$ cat src/sv/rudp_rx_pkg.sv
// ----------------------------------------------------------------------------
// rudp_rx_pkg
// Shared types and constants of the reliable datagram receive reorder block.
// ----------------------------------------------------------------------------
package rudp_rx_pkg;

  localparam int WINDOW_DEF    = 32;
  localparam int HDR_SIZE_DEF  = 16;
  localparam int MAX_DGRAM_DEF = 1024;

  localparam int TAG_WIDTH = 16;
  localparam int SEQ_WIDTH = 32;
  localparam int LEN_WIDTH = 11;
  localparam int KIND_WIDTH = 3;
  // Wide enough for any packet length limit and for payload length plus header.
  localparam int CMP_WIDTH = 17;

  typedef enum logic [KIND_WIDTH-1:0] {
    PK_DATA   = 3'd0,
    PK_ACK    = 3'd1,
    PK_SYN    = 3'd2,
    PK_SYNACK = 3'd3,
    PK_NAT    = 3'd4,
    PK_RDV    = 3'd5
  } pkt_kind_t;

  typedef enum logic [KIND_WIDTH-1:0] {
    RES_ACK_REPLY    = 3'd0,
    RES_SYNACK_REPLY = 3'd1,
    RES_NAT_REPLY    = 3'd2,
    RES_DELIVER      = 3'd3,
    RES_SYNACK_SEEN  = 3'd4,
    RES_ACK_RCVD     = 3'd5,
    RES_RDV_SEEN     = 3'd6
  } res_kind_t;

  typedef enum logic [2:0] {
    ST_IDLE,
    ST_CHECK,
    ST_EMIT,
    ST_READ,
    ST_DELIVER
  } state_t;

  typedef struct packed {
    logic accept;
    logic check;
    logic emit;
    logic deliver;
  } dp_cmd_t;

  typedef struct packed {
    logic out_free;
    logic drop;
    logic deliver;
    logic next_valid;
  } dp_stat_t;

endpackage

$ cat src/sv/rudp_rx_if.sv
// ----------------------------------------------------------------------------
// rudp_rx_if
// Valid/ready channels for received datagram headers and for results.
// ----------------------------------------------------------------------------
interface rudp_rx_in_if;
  logic                                 valid;
  logic                                 ready;
  logic [rudp_rx_pkg::KIND_WIDTH-1:0]   pkt_kind;
  logic [rudp_rx_pkg::SEQ_WIDTH-1:0]    pkt_stream;
  logic [rudp_rx_pkg::SEQ_WIDTH-1:0]    pkt_seq;
  logic [rudp_rx_pkg::SEQ_WIDTH-1:0]    pkt_acknum;
  logic [rudp_rx_pkg::LEN_WIDTH-1:0]    datagram_len;
  logic [rudp_rx_pkg::LEN_WIDTH-1:0]    payload_len;
  logic [rudp_rx_pkg::TAG_WIDTH-1:0]    payload_tag;

  modport source (
    output valid, pkt_kind, pkt_stream, pkt_seq, pkt_acknum,
           datagram_len, payload_len, payload_tag,
    input  ready
  );
  modport sink (
    input  valid, pkt_kind, pkt_stream, pkt_seq, pkt_acknum,
           datagram_len, payload_len, payload_tag,
    output ready
  );
endinterface

interface rudp_rx_out_if;
  logic                                 valid;
  logic                                 ready;
  logic [rudp_rx_pkg::KIND_WIDTH-1:0]   result_kind;
  logic [rudp_rx_pkg::SEQ_WIDTH-1:0]    out_seq;
  logic [rudp_rx_pkg::SEQ_WIDTH-1:0]    out_acknum;
  logic [rudp_rx_pkg::TAG_WIDTH-1:0]    out_tag;
  logic                                 last;

  modport source (
    output valid, result_kind, out_seq, out_acknum, out_tag, last,
    input  ready
  );
  modport sink (
    input  valid, result_kind, out_seq, out_acknum, out_tag, last,
    output ready
  );
endinterface

$ cat src/sv/rudp_rx_ram.sv
// ----------------------------------------------------------------------------
// rudp_rx_ram
// Generic single-write, single-read RAM with registered read data.
// ----------------------------------------------------------------------------
module rudp_rx_ram #(
  parameter int WIDTH = rudp_rx_pkg::TAG_WIDTH,
  parameter int DEPTH = rudp_rx_pkg::WINDOW_DEF,
  localparam int AW = (DEPTH > 1) ? $clog2(DEPTH) : 1
) (
  input  logic             clk,
  input  logic             we,
  input  logic [AW-1:0]    waddr,
  input  logic [WIDTH-1:0] wdata,
  input  logic [AW-1:0]    raddr,
  output logic [WIDTH-1:0] rdata
);

  logic [WIDTH-1:0] mem_r [DEPTH];
  logic [WIDTH-1:0] rdata_r;

  always_ff @(posedge clk) begin
    if (we) begin
      mem_r[waddr] <= wdata;
    end
    rdata_r <= mem_r[raddr];
  end

  assign rdata = rdata_r;

endmodule

$ cat src/sv/rudp_rx_ctrl.sv
// ----------------------------------------------------------------------------
// rudp_rx_ctrl
// Sequencer: accept, check, emit the first result unless dropped, then walk in-order slots.
// ----------------------------------------------------------------------------
module rudp_rx_ctrl (
  input  logic                  clk,
  input  logic                  rst_n,
  input  logic                  in_valid,
  output logic                  in_ready,
  output rudp_rx_pkg::dp_cmd_t  cmd,
  input  rudp_rx_pkg::dp_stat_t stat
);

  rudp_rx_pkg::state_t state_r;
  rudp_rx_pkg::state_t state_nxt;

  always_ff @(posedge clk) begin
    if (!rst_n) begin
      state_r <= rudp_rx_pkg::ST_IDLE;
    end else begin
      state_r <= state_nxt;
    end
  end

  always_comb begin
    state_nxt = state_r;
    unique case (state_r)
      rudp_rx_pkg::ST_IDLE: begin
        if (in_valid) begin
          state_nxt = rudp_rx_pkg::ST_CHECK;
        end
      end
      rudp_rx_pkg::ST_CHECK: begin
        state_nxt = stat.drop ? rudp_rx_pkg::ST_IDLE : rudp_rx_pkg::ST_EMIT;
      end
      rudp_rx_pkg::ST_EMIT: begin
        if (stat.out_free) begin
          state_nxt = stat.deliver ? rudp_rx_pkg::ST_READ : rudp_rx_pkg::ST_IDLE;
        end
      end
      rudp_rx_pkg::ST_READ: begin
        state_nxt = rudp_rx_pkg::ST_DELIVER;
      end
      rudp_rx_pkg::ST_DELIVER: begin
        if (stat.out_free) begin
          state_nxt = stat.next_valid ? rudp_rx_pkg::ST_READ : rudp_rx_pkg::ST_IDLE;
        end
      end
      default: begin
        state_nxt = rudp_rx_pkg::ST_IDLE;
      end
    endcase
  end

  always_comb begin
    in_ready    = 1'b0;
    cmd         = '0;
    unique case (state_r)
      rudp_rx_pkg::ST_IDLE: begin
        in_ready   = 1'b1;
        cmd.accept = in_valid;
      end
      rudp_rx_pkg::ST_CHECK: begin
        cmd.check = 1'b1;
      end
      rudp_rx_pkg::ST_EMIT: begin
        cmd.emit = stat.out_free;
      end
      rudp_rx_pkg::ST_READ: begin
      end
      rudp_rx_pkg::ST_DELIVER: begin
        cmd.deliver = stat.out_free;
      end
      default: begin
      end
    endcase
  end

endmodule

$ cat src/sv/rudp_rx_dp.sv
// ----------------------------------------------------------------------------
// rudp_rx_dp
// Datapath: header checks, window slot store, expected sequence and output.
// ----------------------------------------------------------------------------
module rudp_rx_dp #(
  parameter int WINDOW    = rudp_rx_pkg::WINDOW_DEF,
  parameter int HDR_SIZE  = rudp_rx_pkg::HDR_SIZE_DEF,
  parameter int MAX_DGRAM = rudp_rx_pkg::MAX_DGRAM_DEF
) (
  input  logic                                clk,
  input  logic                                rst_n,
  input  logic                                cfg_we,
  input  logic [rudp_rx_pkg::SEQ_WIDTH-1:0]   cfg_wdata,
  input  logic [rudp_rx_pkg::KIND_WIDTH-1:0]  in_pkt_kind,
  input  logic [rudp_rx_pkg::SEQ_WIDTH-1:0]   in_pkt_stream,
  input  logic [rudp_rx_pkg::SEQ_WIDTH-1:0]   in_pkt_seq,
  input  logic [rudp_rx_pkg::SEQ_WIDTH-1:0]   in_pkt_acknum,
  input  logic [rudp_rx_pkg::LEN_WIDTH-1:0]   in_datagram_len,
  input  logic [rudp_rx_pkg::LEN_WIDTH-1:0]   in_payload_len,
  input  logic [rudp_rx_pkg::TAG_WIDTH-1:0]   in_payload_tag,
  input  rudp_rx_pkg::dp_cmd_t                cmd,
  output rudp_rx_pkg::dp_stat_t               stat,
  input  logic                                out_ready,
  output logic                                out_valid,
  output logic [rudp_rx_pkg::KIND_WIDTH-1:0]  out_result_kind,
  output logic [rudp_rx_pkg::SEQ_WIDTH-1:0]   out_seq,
  output logic [rudp_rx_pkg::SEQ_WIDTH-1:0]   out_acknum,
  output logic [rudp_rx_pkg::TAG_WIDTH-1:0]   out_tag,
  output logic                                out_last
);

  localparam int IDX_W = (WINDOW > 1) ? $clog2(WINDOW) : 1;
  localparam int SW    = rudp_rx_pkg::SEQ_WIDTH;
  localparam int CW    = rudp_rx_pkg::CMP_WIDTH;
  localparam int TW    = rudp_rx_pkg::TAG_WIDTH;

  localparam logic [IDX_W:0]   WIN_EXT  = (IDX_W + 1)'(WINDOW);
  localparam logic [IDX_W-1:0] WIN_LAST = IDX_W'(WINDOW - 1);
  localparam logic [SW-1:0]    WIN_SEQ  = SW'(WINDOW);
  localparam logic [CW-1:0]    HDR_LEN  = CW'(HDR_SIZE);
  localparam logic [CW-1:0]    PKT_LEN  = CW'(MAX_DGRAM);

  typedef struct packed {
    rudp_rx_pkg::res_kind_t rkind;
    logic [SW-1:0]          seq;
    logic [SW-1:0]          acknum;
    logic                   store;
    logic                   deliver;
  } dec_t;

  // Configuration and captured header.
  logic [SW-1:0]                       own_stream_r;
  logic [rudp_rx_pkg::KIND_WIDTH-1:0]  kind_r;
  logic [SW-1:0]                       stream_r;
  logic [SW-1:0]                       seq_r;
  logic [SW-1:0]                       acknum_r;
  logic [rudp_rx_pkg::LEN_WIDTH-1:0]   dlen_r;
  logic [rudp_rx_pkg::LEN_WIDTH-1:0]   plen_r;
  logic [TW-1:0]                       tag_r;

  // Reorder state.
  logic [SW-1:0]     exp_r;
  logic [IDX_W-1:0]  exp_idx_r;
  logic [WINDOW-1:0] slot_valid_r;

  // Decision of the check cycle.
  dec_t              dec_r;
  dec_t              dec_nxt;
  logic              drop_nxt;
  logic [IDX_W-1:0]  seq_idx_r;

  // Output register.
  logic                   out_valid_r;
  rudp_rx_pkg::res_kind_t out_kind_r;
  logic [SW-1:0]          out_seq_r;
  logic [SW-1:0]          out_ack_r;
  logic [TW-1:0]          out_tag_r;
  logic                   out_last_r;

  logic [CW-1:0]    dlen_x;
  logic [CW-1:0]    need_len;
  logic             len_bad;
  logic [SW-1:0]    diff;
  logic             seq_ge;
  logic             in_win;
  logic [IDX_W:0]   idx_sum;
  logic [IDX_W:0]   idx_fix;
  logic [IDX_W-1:0] seq_idx;
  logic             held;
  logic [IDX_W-1:0] next_idx;
  logic             next_valid;
  logic             out_free;
  logic [TW-1:0]    ram_rdata;

  assign out_free = !out_valid_r || out_ready;

  // Header checks and slot index of the data sequence number.
  always_comb begin
    dlen_x   = CW'(dlen_r);
    need_len = CW'(plen_r) + HDR_LEN;
    len_bad  = (dlen_x < HDR_LEN) || (dlen_x > PKT_LEN) || (dlen_x != need_len);
    diff     = seq_r - exp_r;
    seq_ge   = (seq_r >= exp_r);
    in_win   = (diff < WIN_SEQ);
    // Inside the window the offset is below WINDOW, so one conditional
    // subtract reduces the slot index.
    idx_sum  = {1'b0, exp_idx_r} + {1'b0, diff[IDX_W-1:0]};
    idx_fix  = idx_sum - WIN_EXT;
    seq_idx  = (idx_sum >= WIN_EXT) ? idx_fix[IDX_W-1:0] : idx_sum[IDX_W-1:0];
    held     = slot_valid_r[seq_idx];
  end

  always_comb begin
    dec_nxt         = '0;
    dec_nxt.rkind   = rudp_rx_pkg::RES_ACK_REPLY;
    drop_nxt        = 1'b1;
    priority if (len_bad) begin
      drop_nxt = 1'b1;
    end else if (kind_r == rudp_rx_pkg::PK_RDV) begin
      drop_nxt      = 1'b0;
      dec_nxt.rkind = rudp_rx_pkg::RES_RDV_SEEN;
    end else if (stream_r != own_stream_r) begin
      drop_nxt = 1'b1;
    end else if (kind_r == rudp_rx_pkg::PK_SYN) begin
      drop_nxt      = 1'b0;
      dec_nxt.rkind = rudp_rx_pkg::RES_SYNACK_REPLY;
    end else if (kind_r == rudp_rx_pkg::PK_SYNACK) begin
      drop_nxt      = 1'b0;
      dec_nxt.rkind = rudp_rx_pkg::RES_SYNACK_SEEN;
    end else if (kind_r == rudp_rx_pkg::PK_NAT) begin
      drop_nxt      = 1'b0;
      dec_nxt.rkind = rudp_rx_pkg::RES_NAT_REPLY;
    end else if (kind_r == rudp_rx_pkg::PK_ACK) begin
      drop_nxt       = 1'b0;
      dec_nxt.rkind  = rudp_rx_pkg::RES_ACK_RCVD;
      dec_nxt.acknum = acknum_r;
    end else if (kind_r == rudp_rx_pkg::PK_DATA) begin
      drop_nxt        = seq_ge && !in_win;
      dec_nxt.rkind   = rudp_rx_pkg::RES_ACK_REPLY;
      dec_nxt.seq     = seq_r;
      dec_nxt.store   = seq_ge && !held;
      // The expected slot is never held between items, so release starts
      // only when this datagram fills it.
      dec_nxt.deliver = seq_ge && !held && (diff == '0);
    end else begin
      drop_nxt = 1'b1;
    end
  end

  // Slot after the expected one, and whether it is held once this one is freed.
  always_comb begin
    if (exp_r == '1 || exp_idx_r == WIN_LAST) begin
      next_idx = '0;
    end else begin
      next_idx = exp_idx_r + 1'b1;
    end
    next_valid = slot_valid_r[next_idx] && (next_idx != exp_idx_r);
  end

  always_comb begin
    stat            = '0;
    stat.out_free   = out_free;
    stat.drop       = drop_nxt;
    stat.deliver    = dec_r.deliver;
    stat.next_valid = next_valid;
  end

  always_ff @(posedge clk) begin
    if (!rst_n) begin
      own_stream_r <= '0;
    end else if (cfg_we) begin
      own_stream_r <= cfg_wdata;
    end
  end

  always_ff @(posedge clk) begin
    if (cmd.accept) begin
      kind_r   <= in_pkt_kind;
      stream_r <= in_pkt_stream;
      seq_r    <= in_pkt_seq;
      acknum_r <= in_pkt_acknum;
      dlen_r   <= in_datagram_len;
      plen_r   <= in_payload_len;
      tag_r    <= in_payload_tag;
    end
    if (cmd.check) begin
      dec_r     <= dec_nxt;
      seq_idx_r <= seq_idx;
    end
  end

  always_ff @(posedge clk) begin
    if (!rst_n) begin
      exp_r        <= '0;
      exp_idx_r    <= '0;
      slot_valid_r <= '0;
    end else begin
      if (cmd.emit && dec_r.store) begin
        slot_valid_r[seq_idx_r] <= 1'b1;
      end
      if (cmd.deliver) begin
        slot_valid_r[exp_idx_r] <= 1'b0;
        exp_r                   <= exp_r + 1'b1;
        exp_idx_r               <= next_idx;
      end
    end
  end

  always_ff @(posedge clk) begin
    if (!rst_n) begin
      out_valid_r <= 1'b0;
    end else if (cmd.emit || cmd.deliver) begin
      out_valid_r <= 1'b1;
    end else if (out_ready) begin
      out_valid_r <= 1'b0;
    end
  end

  always_ff @(posedge clk) begin
    if (cmd.emit) begin
      out_kind_r <= dec_r.rkind;
      out_seq_r  <= dec_r.seq;
      out_ack_r  <= dec_r.acknum;
      out_tag_r  <= '0;
      out_last_r <= !dec_r.deliver;
    end else if (cmd.deliver) begin
      out_kind_r <= rudp_rx_pkg::RES_DELIVER;
      out_seq_r  <= exp_r;
      out_ack_r  <= '0;
      out_tag_r  <= ram_rdata;
      out_last_r <= !next_valid;
    end
  end

  rudp_rx_ram #(
    .WIDTH (TW),
    .DEPTH (WINDOW)
  ) u_tag_ram (
    .clk   (clk),
    .we    (cmd.emit && dec_r.store),
    .waddr (seq_idx_r),
    .wdata (tag_r),
    .raddr (exp_idx_r),
    .rdata (ram_rdata)
  );

  assign out_valid       = out_valid_r;
  assign out_result_kind = out_kind_r;
  assign out_seq         = out_seq_r;
  assign out_acknum      = out_ack_r;
  assign out_tag         = out_tag_r;
  assign out_last        = out_last_r;

endmodule

$ cat src/sv/reliable_udp_receive_reorder_top.sv
// ----------------------------------------------------------------------------
// reliable_udp_receive_reorder_top
// Receive side of a reliable datagram endpoint with a reorder window.
// ----------------------------------------------------------------------------
// Each input transaction carries one received datagram header. Every item
// is captured, then passes the header check, then hands its first result
// to the output register; an item that is dropped ends after the check. A
// data datagram that completes a run of in-order sequence numbers then
// releases each held payload tag in turn; each release reads the tag store
// (a RAM with registered read) at the expected slot before the result can
// be formed, and a data item releases at most WINDOW tags. Backpressure on
// the result channel stalls the first result and each release. The result
// channel has its own output register, so the next header is accepted
// while the last result of the previous item still waits to be taken. The
// slot valid bits are flip-flops cleared by reset, so the block is ready
// right after reset with no clearing pass.
//
// Datagrams with a bad length are dropped. A rendezvous datagram raises an
// event for any stream; other datagrams whose stream differs from own_stream
// are dropped. Data is acked first, then dropped as a duplicate if it is
// older than the expected number or its slot is already held; data at or
// beyond the end of the window is dropped without an ack. The final result
// of every item carries last. The own_stream register is written through
// cfg_we and cfg_wdata and should only be changed while the block is idle.
module reliable_udp_receive_reorder_top #(
  parameter int WINDOW    = rudp_rx_pkg::WINDOW_DEF,
  parameter int HDR_SIZE  = rudp_rx_pkg::HDR_SIZE_DEF,
  parameter int MAX_DGRAM = rudp_rx_pkg::MAX_DGRAM_DEF
) (
  input  logic                              clk,
  input  logic                              rst_n,
  input  logic                              cfg_we,
  input  logic [rudp_rx_pkg::SEQ_WIDTH-1:0] cfg_wdata,
  rudp_rx_in_if.sink                        in_ch,
  rudp_rx_out_if.source                     out_ch
);

  // Command and status between the sequencer and the datapath.
  rudp_rx_pkg::dp_cmd_t  cmd;
  rudp_rx_pkg::dp_stat_t stat;
  logic                  in_ready;

  rudp_rx_ctrl u_ctrl (
    .clk      (clk),
    .rst_n    (rst_n),
    .in_valid (in_ch.valid),
    .in_ready (in_ready),
    .cmd      (cmd),
    .stat     (stat)
  );

  rudp_rx_dp #(
    .WINDOW    (WINDOW),
    .HDR_SIZE  (HDR_SIZE),
    .MAX_DGRAM (MAX_DGRAM)
  ) u_dp (
    .clk             (clk),
    .rst_n           (rst_n),
    .cfg_we          (cfg_we),
    .cfg_wdata       (cfg_wdata),
    .in_pkt_kind     (in_ch.pkt_kind),
    .in_pkt_stream   (in_ch.pkt_stream),
    .in_pkt_seq      (in_ch.pkt_seq),
    .in_pkt_acknum   (in_ch.pkt_acknum),
    .in_datagram_len (in_ch.datagram_len),
    .in_payload_len  (in_ch.payload_len),
    .in_payload_tag  (in_ch.payload_tag),
    .cmd             (cmd),
    .stat            (stat),
    .out_ready       (out_ch.ready),
    .out_valid       (out_ch.valid),
    .out_result_kind (out_ch.result_kind),
    .out_seq         (out_ch.out_seq),
    .out_acknum      (out_ch.out_acknum),
    .out_tag         (out_ch.out_tag),
    .out_last        (out_ch.last)
  );

  // A header transaction is taken only while the sequencer is idle.
  assign in_ch.ready = in_ready;

endmodule

$ cat src/flat_wrapper.sv
// flat-port wrapper written by rule: the top's interface ports become plain ports
module reliable_udp_receive_reorder_top_flat 
#(
  parameter int WINDOW    = rudp_rx_pkg::WINDOW_DEF,
  parameter int HDR_SIZE  = rudp_rx_pkg::HDR_SIZE_DEF,
  parameter int MAX_DGRAM = rudp_rx_pkg::MAX_DGRAM_DEF
)
  (clk, rst_n, cfg_we, cfg_wdata, in_ch_valid, in_ch_pkt_kind, in_ch_pkt_stream, in_ch_pkt_seq, in_ch_pkt_acknum, in_ch_datagram_len, in_ch_payload_len, in_ch_payload_tag, in_ch_ready, out_ch_valid, out_ch_result_kind, out_ch_out_seq, out_ch_out_acknum, out_ch_out_tag, out_ch_last, out_ch_ready);
  rudp_rx_in_if in_ch_i ();
  rudp_rx_out_if out_ch_i ();
  input  logic clk;
  input  logic rst_n;
  input  logic cfg_we;
  input  logic [rudp_rx_pkg::SEQ_WIDTH-1:0] cfg_wdata;
  input wire logic [$bits(in_ch_i.valid)-1:0] in_ch_valid;
  input wire logic [$bits(in_ch_i.pkt_kind)-1:0] in_ch_pkt_kind;
  input wire logic [$bits(in_ch_i.pkt_stream)-1:0] in_ch_pkt_stream;
  input wire logic [$bits(in_ch_i.pkt_seq)-1:0] in_ch_pkt_seq;
  input wire logic [$bits(in_ch_i.pkt_acknum)-1:0] in_ch_pkt_acknum;
  input wire logic [$bits(in_ch_i.datagram_len)-1:0] in_ch_datagram_len;
  input wire logic [$bits(in_ch_i.payload_len)-1:0] in_ch_payload_len;
  input wire logic [$bits(in_ch_i.payload_tag)-1:0] in_ch_payload_tag;
  output wire logic [$bits(in_ch_i.ready)-1:0] in_ch_ready;
  output wire logic [$bits(out_ch_i.valid)-1:0] out_ch_valid;
  output wire logic [$bits(out_ch_i.result_kind)-1:0] out_ch_result_kind;
  output wire logic [$bits(out_ch_i.out_seq)-1:0] out_ch_out_seq;
  output wire logic [$bits(out_ch_i.out_acknum)-1:0] out_ch_out_acknum;
  output wire logic [$bits(out_ch_i.out_tag)-1:0] out_ch_out_tag;
  output wire logic [$bits(out_ch_i.last)-1:0] out_ch_last;
  input wire logic [$bits(out_ch_i.ready)-1:0] out_ch_ready;
  assign in_ch_i.valid = in_ch_valid;
  assign in_ch_i.pkt_kind = in_ch_pkt_kind;
  assign in_ch_i.pkt_stream = in_ch_pkt_stream;
  assign in_ch_i.pkt_seq = in_ch_pkt_seq;
  assign in_ch_i.pkt_acknum = in_ch_pkt_acknum;
  assign in_ch_i.datagram_len = in_ch_datagram_len;
  assign in_ch_i.payload_len = in_ch_payload_len;
  assign in_ch_i.payload_tag = in_ch_payload_tag;
  assign in_ch_ready = in_ch_i.ready;
  assign out_ch_valid = out_ch_i.valid;
  assign out_ch_result_kind = out_ch_i.result_kind;
  assign out_ch_out_seq = out_ch_i.out_seq;
  assign out_ch_out_acknum = out_ch_i.out_acknum;
  assign out_ch_out_tag = out_ch_i.out_tag;
  assign out_ch_last = out_ch_i.last;
  assign out_ch_i.ready = out_ch_ready;
  reliable_udp_receive_reorder_top #(.WINDOW(WINDOW), .HDR_SIZE(HDR_SIZE), .MAX_DGRAM(MAX_DGRAM)) u_core (.clk(clk), .rst_n(rst_n), .cfg_we(cfg_we), .cfg_wdata(cfg_wdata), .in_ch(in_ch_i), .out_ch(out_ch_i));
endmodule
$ cat config.mk
export PLATFORM = sky130hd
export DESIGN_NAME = reliable_udp_receive_reorder_top_flat
export DESIGN_NICKNAME = d
export VERILOG_FILES = /design/src/sv/rudp_rx_pkg.sv /design/src/sv/rudp_rx_if.sv /design/src/sv/rudp_rx_ram.sv /design/src/sv/rudp_rx_ctrl.sv /design/src/sv/rudp_rx_dp.sv /design/src/sv/reliable_udp_receive_reorder_top.sv /design/src/flat_wrapper.sv
export SDC_FILE = /design/constraint.sdc
export NUM_CORES = 1
export LEC_CHECK = 0
export BUFFER_PORTS_ARGS = -buffer_cell sky130_fd_sc_hd__buf_2
export CAP_MARGIN = 20
export CORE_MARGIN = 4
export CORE_UTILIZATION = 49
export CTS_CLUSTER_DIAMETER = 200
export DETAILED_ROUTE_END_ITERATION = 10
export PLACE_DENSITY = 0.63
export SLEW_MARGIN = 10
export SYNTH_ARGS = -nofsm -noshare
export SYNTH_HDL_FRONTEND = slang
export SYNTH_SLANG_ARGS = --single-unit
$ cat constraint.sdc
create_clock -name clk -period 13 [get_ports clk]
set_input_delay 1.3 -clock clk [delete_from_list [all_inputs] [get_ports clk]]
set_output_delay 1.3 -clock clk [all_outputs]
set_load 0.1 [all_outputs]
Word level (Yosys, flattened, before mapping) --
Memories as Yosys holds them, arrays and structs flattened. A register that Yosys moved wholly into a read port is not among the register bits. Cells that the tools add are included.
Storage, ports and cells: word-level logic and storage cells 150, output and inout port bits 86, memories 1, input bits 174, bits in writable memories 512, register bits after elaboration 400
Memories:
- u_core.u_dp.u_tag_ram.mem_r | depth 32, bits a word 16, rd ports 1, clocked after Yosys merged registers in 1, write ports 1, RTL line rudp_rx_ram.sv:18 | logic [WIDTH-1:0] mem_r [DEPTH];
Operators by class: magnitude comparators 11, add/sub/neg operators 6, bitwise gates (word level) 5, multiplexer cells 59, eq/ne operators 17, reduce and logical (&&, ||, !) cells 26
Operators by type and width (number):
- $mux W32 | 10
- $mux W66 | 3
- $mux W69 | 1
- $add A32 B1 Y32 const B | 1
- $and A32 B32 Y32 | 1
- $eq A32 B32 Y1 const B | 1
- $ge A32 B32 Y1 | 1
- $logic_not A32 Y1 | 1
- $lt A32 B6 Y1 const B | 1
- $ne A32 B32 Y1 | 1
- $not A32 Y32 | 1
- $or A32 B32 Y32 | 1
- $sub A32 B32 Y32 | 1
- $mux W3 | 10
- $lt A5 B6 Y1 const B | 4
- $mux W1 | 23
- $pmux W3 S5 | 1
- $add A11 B5 Y12 const B | 1
- $eq A3 B2 Y1 const B | 4
- $ne A11 B12 Y1 | 1
- $gt A11 B11 Y1 const B | 1
- $lt A11 B5 Y1 const B | 1
- $bmux W1 S5 | 2
- $demux W1 S5 | 2
- other kinds (22) | 50

Logic depth before layout (Yosys ltp) --
Gate-level depths: netlist (run 1).
word-level depth 16, mapped depth 15, gate-level depth less buffers 15

Cells and area by module --
From an unflattened synthesis (run 1), not the netlist that was laid out.
Unflattened totals: cell total of the unflattened synthesis 2739, area total of the unflattened synthesis 39171.3 um^2
Modules (own cells, without submodules):
- rudp_rx_ram | times used 1, area an instance 20534.7 um^2, cells each 1143, seq. area each 15695.1 um^2
- rudp_rx_dp | times used 1, area an instance 18391.4 um^2, cells each 1570, seq. area each 10740.3 um^2
- rudp_rx_ctrl | times used 1, area an instance 245.2 um^2, cells each 26, seq. area each 60.1 um^2

Least setup slack after synthesis (run 1) --
Ideal clock, no wire load.
path type reg2reg, from register u_core.u_ctrl.state_r[1], to register u_core.u_ctrl.state_r[1], buffers on the path 1, slack 5.987 ns, clock period less this slack 7.013 ns, stages on the path, launching flop included 9, required time 12.942 ns, data arrival time 6.955 ns, library setup time 0.058 ns, cell sequence dfxtp_1 -> clkbuf_1 -> nor3b_1 -> nand3_1 -> a21oi_1 -> nand2_1 -> nor4b_1 -> nand4_1 -> nand2_1
On the way: cells in the longest elaborated chain, start to end 3, elaborated cells on any way between the ends 10, those cells by class eq/ne (7); mux (1); reduce/logical (2)
Ends and longest elaborated chain:
- start, declared | RTL line rudp_rx_ctrl.sv:14 | rudp_rx_pkg::state_t state_r;
- start signal, assigned | RTL line rudp_rx_ctrl.sv:19 | state_r <= rudp_rx_pkg::ST_IDLE;
- start signal, assigned | RTL line rudp_rx_ctrl.sv:21 | state_r <= state_nxt;
- $eq A3 B3 Y1, or another cell as far along | RTL line rudp_rx_ctrl.sv:27 | unique case (state_r)
- $ne A2 B2 Y1 (no source line)
- $reduce_and A3 Y1 (no source line)
Parallel ways exist; a longest one is shown, timed or not. A chain may end at the register's enable or synchronous reset.

Worst setup path in the final report (run 1) --
from register u_core.u_dp.exp_idx_r[0], to register u_core.u_ctrl.state_r[1]
On the way: cells in the longest elaborated chain, start to end 9, elaborated cells on any way between the ends 11, those cells by class add/sub (1); eq/ne (2); mux (6); reduce/logical (2)
Ends and longest elaborated chain:
- start, declared | RTL line rudp_rx_dp.sv:63 | logic [IDX_W-1:0] exp_idx_r;
- start signal, assigned | RTL line rudp_rx_dp.sv:204 | exp_idx_r <= next_idx;
- branches (longest 5 deep; another with $add A5 B1 Y5)
- $logic_and A1 B1 Y1 (*) | RTL line rudp_rx_dp.sv:157 | next_valid = slot_valid_r[next_idx] && (next_idx != exp_idx_r);
- $mux W2 (*) | RTL line rudp_rx_ctrl.sv:46 | state_nxt = stat.next_valid ? rudp_rx_pkg::ST_READ : rudp_rx_pkg::ST_IDLE;
- $mux W3 (*) | RTL line rudp_rx_ctrl.sv:45 | if (stat.out_free) begin
- $pmux W3 S5 (*) | RTL line rudp_rx_ctrl.sv:27
Mark *: on every way between the ends. The select of a mux whose other input is x is not followed.

==> results of run 1 <==
[area by class of cell]
type                       instances  area [um^2]  area share
clock inverter                    37          387     0.00878
timing repair buffer             322         1970      0.0447
inverter                          55          206     0.00469
sequential                       928        26500       0.602
multi-input combinational       1331        11000       0.250
clock buffer                     132         2620      0.0595
tap                             1040         1300      0.0296
antenna                            3         7.51    0.000171
[sequential cells by signal, indices dropped and copies added (netlist names)]
name,count
u_core.u_dp.seq_r,32
u_core.u_dp.u_tag_ram.mem_r,512
u_core.u_dp.dec_r,68
u_core.u_dp.own_stream_r,32
u_core.u_dp.tag_r,16
u_core.u_dp.stream_r,32
u_core.u_dp.exp_r,32
u_core.u_ctrl.state_r,3
u_core.u_dp.stat,1
u_core.u_dp.seq_idx_r,5
u_core.u_dp.out_acknum,32
u_core.u_dp.kind_r,3
u_core.u_dp.out_last,1
u_core.u_dp.plen_r,11
u_core.u_dp.exp_idx_r,5
u_core.u_dp.dlen_r,11
u_core.u_dp.out_seq,32
u_core.u_dp.out_result_kind,3
u_core.u_dp.out_tag,16
u_core.u_dp.slot_valid_r,32
u_core.u_dp.acknum_r,32
u_core.u_dp.out_valid,1
u_core.u_dp.u_tag_ram.rdata,16
[power groups by stage]
stage	registers, mW	logic (mW)	clock network [mW]
global placement	3.36	0.215	0
detailed placement	3.36	0.223	0
finish	3.30	0.231	2.63
CTS	3.30	0.223	2.68
global route	3.30	0.251	2.81
floorplan	3.37	0.124	0
[worst min-delay path, cell delays in order, from the launching register on]
cell	delay, ns
sky130_fd_sc_hd__dfxtp_1	0.30
sky130_fd_sc_hd__nand2_1	0.05
sky130_fd_sc_hd__a21oi_1	0.05
[layout by cell type (no fill, tap or decap), types with 13 or more instances in the layout]
master,instances
sky130_fd_sc_hd__nor2_1,81
sky130_fd_sc_hd__o21a_1,13
sky130_fd_sc_hd__mux4_2,138
sky130_fd_sc_hd__dfxtp_1,135
sky130_fd_sc_hd__buf_2,259
sky130_fd_sc_hd__a21oi_1,67
sky130_fd_sc_hd__clkinv_2,15
sky130_fd_sc_hd__xor2_1,14
sky130_fd_sc_hd__clkbuf_16,96
sky130_fd_sc_hd__mux2i_1,41
sky130_fd_sc_hd__edfxtp_1,791
sky130_fd_sc_hd__nor2b_1,40
sky130_fd_sc_hd__nand4_1,50
sky130_fd_sc_hd__nor3_1,22
sky130_fd_sc_hd__clkbuf_1,28
sky130_fd_sc_hd__inv_1,55
sky130_fd_sc_hd__buf_8,15
sky130_fd_sc_hd__nand3_1,43
sky130_fd_sc_hd__a22oi_1,64
sky130_fd_sc_hd__buf_4,43
sky130_fd_sc_hd__ha_1,43
sky130_fd_sc_hd__xnor2_1,77
sky130_fd_sc_hd__or3_1,14
sky130_fd_sc_hd__o211a_1,35
sky130_fd_sc_hd__nand2_1,177
sky130_fd_sc_hd__and2_1,134
sky130_fd_sc_hd__nor2_2,16
sky130_fd_sc_hd__o21ai_0,65
sky130_fd_sc_hd__nor4_1,26
[per-stage QoR]
| stage | power, mW | cells | area (um^2) | hold slack, ns | utilization |
|---|---|---|---|---|---|
| 3_3_place_gp | 3.58 | 3656 | 40700 | 0.428 | 0.526 |
| 5_1_grt | 6.36 | 3847 | 44000 | 0.475 | 0.569 |
| 3_5_place_dp | 3.59 | 3665 | 40800 | 0.441 | 0.528 |
| 6_report | 6.15 | 3848 | 44000 | 0.448 | 0.569 |
| 4_1_cts | 6.21 | 3834 | 43800 | 0.446 | 0.567 |
| 2_1_floorplan | 3.50 | 2433 | 38100 | 0.417 | - |
[routing by layer]
layer / track usage / vias up / wire [um]
met2: 0.373 / 839 / 45900
met4: 0.0756 / 6 / 3220
met5: 0 / - / 45
li1: - / 9993 / -
met1: 0.314 / 11287 / 39300
met3: 0.0507 / 178 / 6880
[cell families after synthesis]
family | after synthesis | share of synthesized area
flip-flops | 928 | 0.695
AND/OR/NAND/NOR | 669 | 0.0928
AO/OA/AOI/OAI | 339 | 0.0628
multiplexers | 187 | 0.0946
buffers and inverters | 174 | 0.0189
XOR/XNOR | 91 | 0.0209
adder cells (fa/ha/maj) | 45 | 0.0152
[worst paths after layout]
kind | startpoint | end | depth (start not counted)
max | u_core.u_dp.exp_idx_r[0]$_SDFFE_PN0P_ | u_core.u_ctrl.state_r[1]$_SDFFE_PN0P_ | 11
min | u_core.u_dp.u_tag_ram.rdata[11]$_DFF_P_ | u_core.u_dp.out_tag[11]$_SDFFE_PP0P_ | 2
max reg2reg | u_core.u_dp.exp_idx_r[0]$_SDFFE_PN0P_ | u_core.u_ctrl.state_r[1]$_SDFFE_PN0P_ | 11
min reg2reg | u_core.u_dp.u_tag_ram.rdata[11]$_DFF_P_ | u_core.u_dp.out_tag[11]$_SDFFE_PP0P_ | 2
==> metrics.txt, run 1 <==
# TYPE chip_impl_metric gauge
chip_impl_metric{name="max_freq",unit="GHz"} 0.229
chip_impl_metric{name="die_area",unit="mm^2"} 0.0824
chip_impl_metric{name="overflow",unit=""} 0
chip_impl_metric{name="cts.path.max_buffers",unit=""} 3
chip_impl_metric{name="place_congestion",unit=""} 0.915
chip_impl_metric{name="max_cap_viol_count",unit=""} 0
chip_impl_metric{name="ir_drop",unit="mV"} 0.101
chip_impl_info{name="synth_commonest_cells",value="sky130_fd_sc_hd__edfxtp_1, sky130_fd_sc_hd__nand2_1, sky130_fd_sc_hd__mux4_2"} 1
chip_impl_metric{name="async_reset_ff_frac",unit=""} 0
chip_impl_metric{name="p_sw_frac",unit=""} 0.210
chip_impl_info{name="cts-root-buf",value="sky130_fd_sc_hd__clkbuf_16"} 1
chip_impl_metric{name="final.min_clock_period",unit="ns"} 4.37
chip_impl_metric{name="layout.filler_cells",unit=""} 6163
chip_impl_metric{name="post-cts-setup-buffer-count",unit=""} 0
chip_impl_metric{name="ratio_of_cells_with_drive_above_1_in_the_final_layout",unit=""} 0.234
chip_impl_metric{name="final_layout_net_count",unit=""} 2952
chip_impl_metric{name="post_cts_hold_buffer_count",unit=""} 0
chip_impl_metric{name="critPathBufInv",unit=""} 1
chip_impl_metric{name="number_of_enable_flip_flop_cells_after_synthesis",unit=""} 791
chip_impl_metric{name="clock_sinks",unit=""} 928
chip_impl_metric{name="io_pins",unit=""} 260
chip_impl_info{name="tritoncts_clock_tree",value="done"} 1
chip_impl_metric{name="tritoncts.num_buffers",unit=""} 95
chip_impl_metric{name="intPower",unit="mW"} 4.86
chip_impl_metric{name="drt-total-wl",unit="um"} 95300
chip_impl_metric{name="detailedPlace.worstSlack",unit="ns"} 8.64
chip_impl_info{name="synth.area.top_cells",value="sky130_fd_sc_hd__edfxtp_1, sky130_fd_sc_hd__mux4_2, sky130_fd_sc_hd__dfxtp_1"} 1
chip_impl_info{name="worst_min_delay_path_class",value="register to register"} 1
chip_impl_metric{name="cp_data_arrival_time",unit="ns"} 4.89
chip_impl_metric{name="regToRegSetupSlack",unit="ns"} 8.63
chip_impl_metric{name="clock_power_share",unit=""} 0.427
chip_impl_metric{name="initialDrtViolationCount",unit=""} 1889
chip_impl_metric{name="fin_ws",unit="ns"} 8.63
chip_impl_metric{name="coreArea",unit="mm^2"} 0.0773
chip_impl_metric{name="antenna_found_initial",unit=""} 5
chip_impl_metric{name="synth-seq-area-share",unit=""} 0.695
chip_impl_metric{name="cellLeakagePower",unit="nW"} 15.0
chip_impl_metric{name="vias",unit=""} 22303
chip_impl_metric{name="synthDistinctLibCells",unit=""} 92
chip_impl_metric{name="grt_pass1_wl",unit="um"} 143000
chip_impl_metric{name="place_hpwl",unit="um"} 63100
chip_impl_metric{name="timing_worst_slew_pin_value",unit="ns"} 1.12
chip_impl_metric{name="clk_latency",unit="ns"} 0.65
chip_impl_metric{name="cellPowerDensity",unit="mW/mm^2"} 140
chip_impl_metric{name="syn_nets",unit=""} 2652
chip_impl_info{name="run_status",value="complete, no violations"} 1
chip_impl_metric{name="routed_via_density",unit=""} 5.80
chip_impl_metric{name="mappedNetlistArea",unit="mm^2"} 0.0381
chip_impl_info{name="end_kind",value="register"} 1
chip_impl_metric{name="ys_ff_latch",unit=""} 928
chip_impl_info{name="post-synth-top-area-cell",value="sky130_fd_sc_hd__edfxtp_1"} 1
chip_impl_metric{name="hold_violations",unit=""} 0
chip_impl_metric{name="grt_pass1_vias",unit=""} 22782
chip_impl_info{name="critPathLaunchType",value="register"} 1
chip_impl_info{name="cp_top_family",value="compound AO/OA/AOI/OAI gates"} 1
chip_impl_metric{name="synth_warnings",unit=""} 0
chip_impl_metric{name="setup_viol",unit=""} 0
chip_impl_metric{name="max-slew-margin-rel",unit=""} 0.249
chip_impl_info{name="dominantRegCellSynth",value="sky130_fd_sc_hd__edfxtp_1"} 1
chip_impl_info{name="critical-path-top-cell-by-count",value="sky130_fd_sc_hd__ha_1"} 1
chip_impl_metric{name="grt_util_all_layers",unit=""} 0.231
chip_impl_metric{name="port_buffers",unit=""} 259
chip_impl_metric{name="grt_max_degree",unit=""} 106
chip_impl_metric{name="critical_path_peak_fanout",unit=""} 37
chip_impl_metric{name="die_height",unit="um"} 287
chip_impl_metric{name="die_width",unit="um"} 287
chip_impl_metric{name="switchingPower",unit="mW"} 1.29
chip_impl_metric{name="share_comb_of_total_power",unit=""} 0.037
chip_impl_metric{name="number_of_max_slew_violations_in_the_final_report",unit=""} 0
chip_impl_metric{name="num_rows",unit=""} 102
chip_impl_info{name="timing.critical_path.slowest_stage_cell",value="sky130_fd_sc_hd__buf_4"} 1
chip_impl_metric{name="post_cts.resized_instances",unit=""} 0
chip_impl_metric{name="floorplan.initialDensity",unit=""} 0.493
chip_impl_metric{name="routed_wire_length_per_instance",unit="um"} 24.8
chip_impl_info{name="rsz0062_at_grt",value="no"} 1
chip_impl_info{name="crit_chain",value="buf_4 > ha_1 > and3_1 > ha_1 > a41oi_1 > nor4bb_1 > a221o_1 > a211oi_1 > o32ai_1 > a21oi_1 > nand2_1"} 1
chip_impl_metric{name="cp_slowest_stage_delay",unit="ns"} 0.68
chip_impl_metric{name="avgSynthCellArea",unit="um^2"} 15.7
chip_impl_metric{name="skew",unit="ns"} 0.0192
chip_impl_metric{name="synth_top_area_frac",unit=""} 0.623
chip_impl_metric{name="ant_nets",unit=""} 0
chip_impl_metric{name="fin_tns_setup",unit="ns"} 0
chip_impl_metric{name="drcViolationCount",unit=""} 0
chip_impl_metric{name="h_tree_levels",unit=""} 3
chip_impl_metric{name="layout_overhead_on_the_synthesized_area",unit="%"} 15.4
chip_impl_metric{name="clkSlewWorstSetupHoldPaths",unit="ns"} 0.06
chip_impl_metric{name="finalCritPeriodShare",unit=""} 0.336
chip_impl_metric{name="drtPass1Iterations",unit=""} 6
chip_impl_metric{name="critPathRequiredTime",unit="ns"} 13.53
chip_impl_info{name="setup_crit_path_kind",value="register to register"} 1
chip_impl_metric{name="netlist_instances",unit=""} 2433
chip_impl_info{name="synth.most_common_cell",value="sky130_fd_sc_hd__edfxtp_1"} 1
chip_impl_metric{name="p_seq_frac",unit=""} 0.536
(Power assumes the default switching activity.)
==> run 2, diff against run 1 <==
- PLACE_DENSITY: 0.63 -> 0.65
- clock period: 13 -> 3.53 ns (I/O delays scaled with it)
==> run 2 against run 1 <==
Fmax increased by 29%. Highest routed layer unchanged. Via count increased by 4.5%. Worst hold slack got worse by 0.23 ns. Critical path type unchanged. Final cell count increased by 6.6%.
==> metrics.txt, run 2 (same netlist as run 1, synthesis figures left out) <==
# TYPE chip_impl_metric gauge
chip_impl_metric{name="ratio_of_cells_with_drive_above_1_in_the_final_layout",unit=""} 0.246
chip_impl_metric{name="layout.filler_cells",unit=""} 5812
chip_impl_info{name="top_regs",value="u_core.u_dp.u_tag_ram.mem_r (512), u_core.u_dp.dec_r (68)"} 1
chip_impl_metric{name="ir_drop",unit="mV"} 0.391
chip_impl_metric{name="hold-path-cell-count",unit=""} 5
chip_impl_info{name="run_status",value="complete, no violations"} 1
chip_impl_metric{name="grt_util_all_layers",unit=""} 0.235
chip_impl_metric{name="die_width",unit="um"} 287
chip_impl_info{name="end_kind",value="register"} 1
chip_impl_metric{name="cts.path.max_buffers",unit=""} 3
chip_impl_metric{name="cp_data_arrival_time",unit="ns"} 3.87
chip_impl_metric{name="coreArea",unit="mm^2"} 0.0773
chip_impl_info{name="setup_crit_path_kind",value="register to register"} 1
chip_impl_metric{name="final.min_clock_period",unit="ns"} 3.39
chip_impl_metric{name="fin_tns_setup",unit="ns"} 0
chip_impl_metric{name="reg2regPathDepth",unit=""} 10
chip_impl_metric{name="port_buffers",unit=""} 259
chip_impl_metric{name="critical_path_peak_fanout",unit=""} 5
chip_impl_metric{name="floorplan.initialDensity",unit=""} 0.493
chip_impl_metric{name="drt-total-wl",unit="um"} 97100
chip_impl_info{name="cts-root-buf",value="sky130_fd_sc_hd__clkbuf_16"} 1
chip_impl_metric{name="cellLeakagePower",unit="nW"} 16.3
chip_impl_metric{name="detailedPlace.worstSlack",unit="ns"} 0.0797
chip_impl_metric{name="die_height",unit="um"} 287
chip_impl_metric{name="vias",unit=""} 23304
chip_impl_metric{name="initialDrtViolationCount",unit=""} 1995
chip_impl_metric{name="drcViolationCount",unit=""} 0
chip_impl_metric{name="path_depth",unit=""} 10
chip_impl_metric{name="ant_nets",unit=""} 0
chip_impl_metric{name="hold_violations",unit=""} 0
chip_impl_metric{name="overflow",unit=""} 0
chip_impl_info{name="tritoncts_clock_tree",value="done"} 1
chip_impl_metric{name="h_tree_levels",unit=""} 3
chip_impl_metric{name="cp_slowest_stage_delay",unit="ns"} 0.66
chip_impl_metric{name="tritoncts.num_buffers",unit=""} 96
chip_impl_metric{name="critPathBufInv",unit=""} 1
chip_impl_metric{name="antenna_cells",unit=""} 0
chip_impl_metric{name="area.sequential",unit="mm^2"} 0.0265
chip_impl_metric{name="die_area",unit="mm^2"} 0.0824
chip_impl_info{name="cp_top_family",value="adder cells"} 1
chip_impl_info{name="mostFrequentLayoutCells",value="sky130_fd_sc_hd__edfxtp_1, sky130_fd_sc_hd__buf_2, sky130_fd_sc_hd__nand2_1, sky130_fd_sc_hd__dlygate4sd3_1, sky130_fd_sc_hd__mux4_2"} 1
chip_impl_metric{name="finish.utilization",unit=""} 0.603
chip_impl_metric{name="num_rows",unit=""} 102
chip_impl_metric{name="grt_pass1_vias",unit=""} 23725
chip_impl_metric{name="cellPowerDensity",unit="mW/mm^2"} 500
chip_impl_metric{name="clk_latency",unit="ns"} 0.67
chip_impl_metric{name="fin_ws",unit="ns"} 0.142
chip_impl_info{name="rr_endpoint",value="u_core.u_dp.stat[1]$_SDFFCE_PP0N_"} 1
chip_impl_metric{name="finalNonFillerCells",unit=""} 4103
chip_impl_info{name="worstSetupEndpoint",value="u_core.u_dp.stat[1]$_SDFFCE_PP0N_"} 1
chip_impl_metric{name="final_layout_net_count",unit=""} 3200
chip_impl_metric{name="max-slew-margin-rel",unit=""} 0.251
chip_impl_info{name="critPathLaunchType",value="register"} 1
chip_impl_metric{name="clock_sinks",unit=""} 928
chip_impl_metric{name="critPathRequiredTime",unit="ns"} 4.01
chip_impl_metric{name="place_congestion",unit=""} 0.901
chip_impl_metric{name="max_freq",unit="GHz"} 0.295
chip_impl_info{name="timing.critical_path.slowest_stage_cell",value="sky130_fd_sc_hd__fa_2"} 1
chip_impl_metric{name="grt_pass1_wl",unit="um"} 146000
chip_impl_metric{name="place_hpwl",unit="um"} 63100
chip_impl_metric{name="finalCritPeriodShare",unit=""} 0.960
chip_impl_metric{name="placed_cells_incl_taps",unit=""} 3743
chip_impl_metric{name="layout_overhead_on_the_synthesized_area",unit="%"} 22.2
chip_impl_metric{name="number_of_max_slew_violations_in_the_final_report",unit=""} 0
chip_impl_info{name="largest_register",value="u_core.u_dp.u_tag_ram.mem_r"} 1
chip_impl_metric{name="dpl-instance-area",unit="mm^2"} 0.0414
chip_impl_info{name="layout.cells.most_common",value="sky130_fd_sc_hd__edfxtp_1"} 1
chip_impl_metric{name="grt_max_degree",unit=""} 116
chip_impl_metric{name="io_pins",unit=""} 260
chip_impl_metric{name="routed_wire_length_per_instance",unit="um"} 23.7
chip_impl_info{name="crit_chain",value="inv_1 > ha_1 > fa_1 > fa_2 > mux4_2 > mux2_2 > a21oi_1 > o2111a_1 > nand3_1 > nor4_2"} 1
chip_impl_metric{name="skew",unit="ns"} 0.0500
chip_impl_metric{name="timing_worst_slew_pin_value",unit="ns"} 1.12
chip_impl_metric{name="antenna_found_initial",unit=""} 1
chip_impl_info{name="worst_min_delay_path_class",value="primary input to register"} 1
chip_impl_metric{name="clkSlewWorstSetupHoldPaths",unit="ns"} 0.07
chip_impl_metric{name="multiInputGateArea",unit="mm^2"} 0.0111
chip_impl_metric{name="largest_reg_flops",unit=""} 512
chip_impl_metric{name="regToRegSetupSlack",unit="ns"} 0.14
chip_impl_metric{name="setup_viol",unit=""} 0
chip_impl_info{name="worst_setup_path_startpoint",value="u_core.u_dp.seq_r[0]$_DFFE_PP_"} 1
chip_impl_info{name="rsz0062_at_grt",value="no"} 1
chip_impl_metric{name="stdcell_area",unit="mm^2"} 0.0466
chip_impl_info{name="rr_startpoint",value="u_core.u_dp.seq_r[0]$_DFFE_PP_"} 1
chip_impl_metric{name="max_cap_viol_count",unit=""} 0
chip_impl_metric{name="drtPass1Iterations",unit=""} 6
chip_impl_metric{name="routed_via_density",unit=""} 5.68
[run 2: cell count changes in the layout (fill, tap and decap cells not counted), moves of 4 or more]
cell	change
sky130_fd_sc_hd__buf_4	+81
sky130_fd_sc_hd__buf_12	+7
sky130_fd_sc_hd__buf_8	-11
sky130_fd_sc_hd__dlygate4sd3_1	+169
sky130_fd_sc_hd__clkbuf_8	+4
[run 2: how the worst min path moves through the flow]
stage                                                        from                                     to  slack [ns]
final                                                 in_ch_valid  u_core.u_ctrl.state_r[0]$_SDFFE_PN0P_        0.22
after global routing                                  in_ch_valid  u_core.u_ctrl.state_r[0]$_SDFFE_PN0P_        0.26
after CTS                                             in_ch_valid  u_core.u_ctrl.state_r[0]$_SDFFE_PN0P_        0.17
after detailed placement   u_core.u_dp.u_tag_ram.rdata[4]$_DFF_P_    u_core.u_dp.out_tag[4]$_SDFFE_PP0P_        0.43
after global placement    u_core.u_dp.u_tag_ram.rdata[13]$_DFF_P_   u_core.u_dp.out_tag[13]$_SDFFE_PP0P_        0.42
after floorplan            u_core.u_dp.u_tag_ram.rdata[0]$_DFF_P_    u_core.u_dp.out_tag[0]$_SDFFE_PP0P_        0.42
[run 2: tightest hold or removal path, stage by stage]
cell and delay [ns]:
sky130_fd_sc_hd__buf_2 0.13, sky130_fd_sc_hd__nor2_1 0.09, sky130_fd_sc_hd__a211oi_1 0.05, sky130_fd_sc_hd__a21oi_1 0.13, sky130_fd_sc_hd__nor4b_1 0.07
[run 2: final cells by class]
type | count | area share
Sequential cell | 928 | 0.569
Multi-Input combinational cell | 1331 | 0.238
Timing Repair Buffer | 569 | 0.0919
Clock buffer | 139 | 0.0580
Tap cell | 1040 | 0.0279
Clock inverter | 41 | 0.0107
Inverter | 55 | 0.00443
[run 2: report_power, final]
part | switching [mW] | total (mW) | internal (mW)
Clock | 4.21 | 10.1 | 5.88
Combinational | 0.553 | 1.02 | 0.466
Sequential | 0.136 | 12.2 | 12.0
[run 2: routing by layer]
layer,up-vias,global-route usage,share of wire
li1,10501,-,-
met3,152,0.0419,0.067
met1,11816,0.328,0.42
met4,2,0.0612,0.024
met5,-,0,0.000082
met2,833,0.384,0.49
[run 2: through the flow]
step	total power [mW]	hold WS, ns
after floorplan	12.9	0.417
after global placement	13.2	0.420
after detailed placement	13.2	0.429
after CTS	23.4	0.175
after global routing	24.1	0.261
final	23.3	0.217
[run 2: what timing repair did]
action	in CTS	in global routing
endpoints found under the setup margin	0	1
hold buffers	169	0
hold endpoints to repair	169	0
buffers inserted	0	1
gates resized for setup	0	14
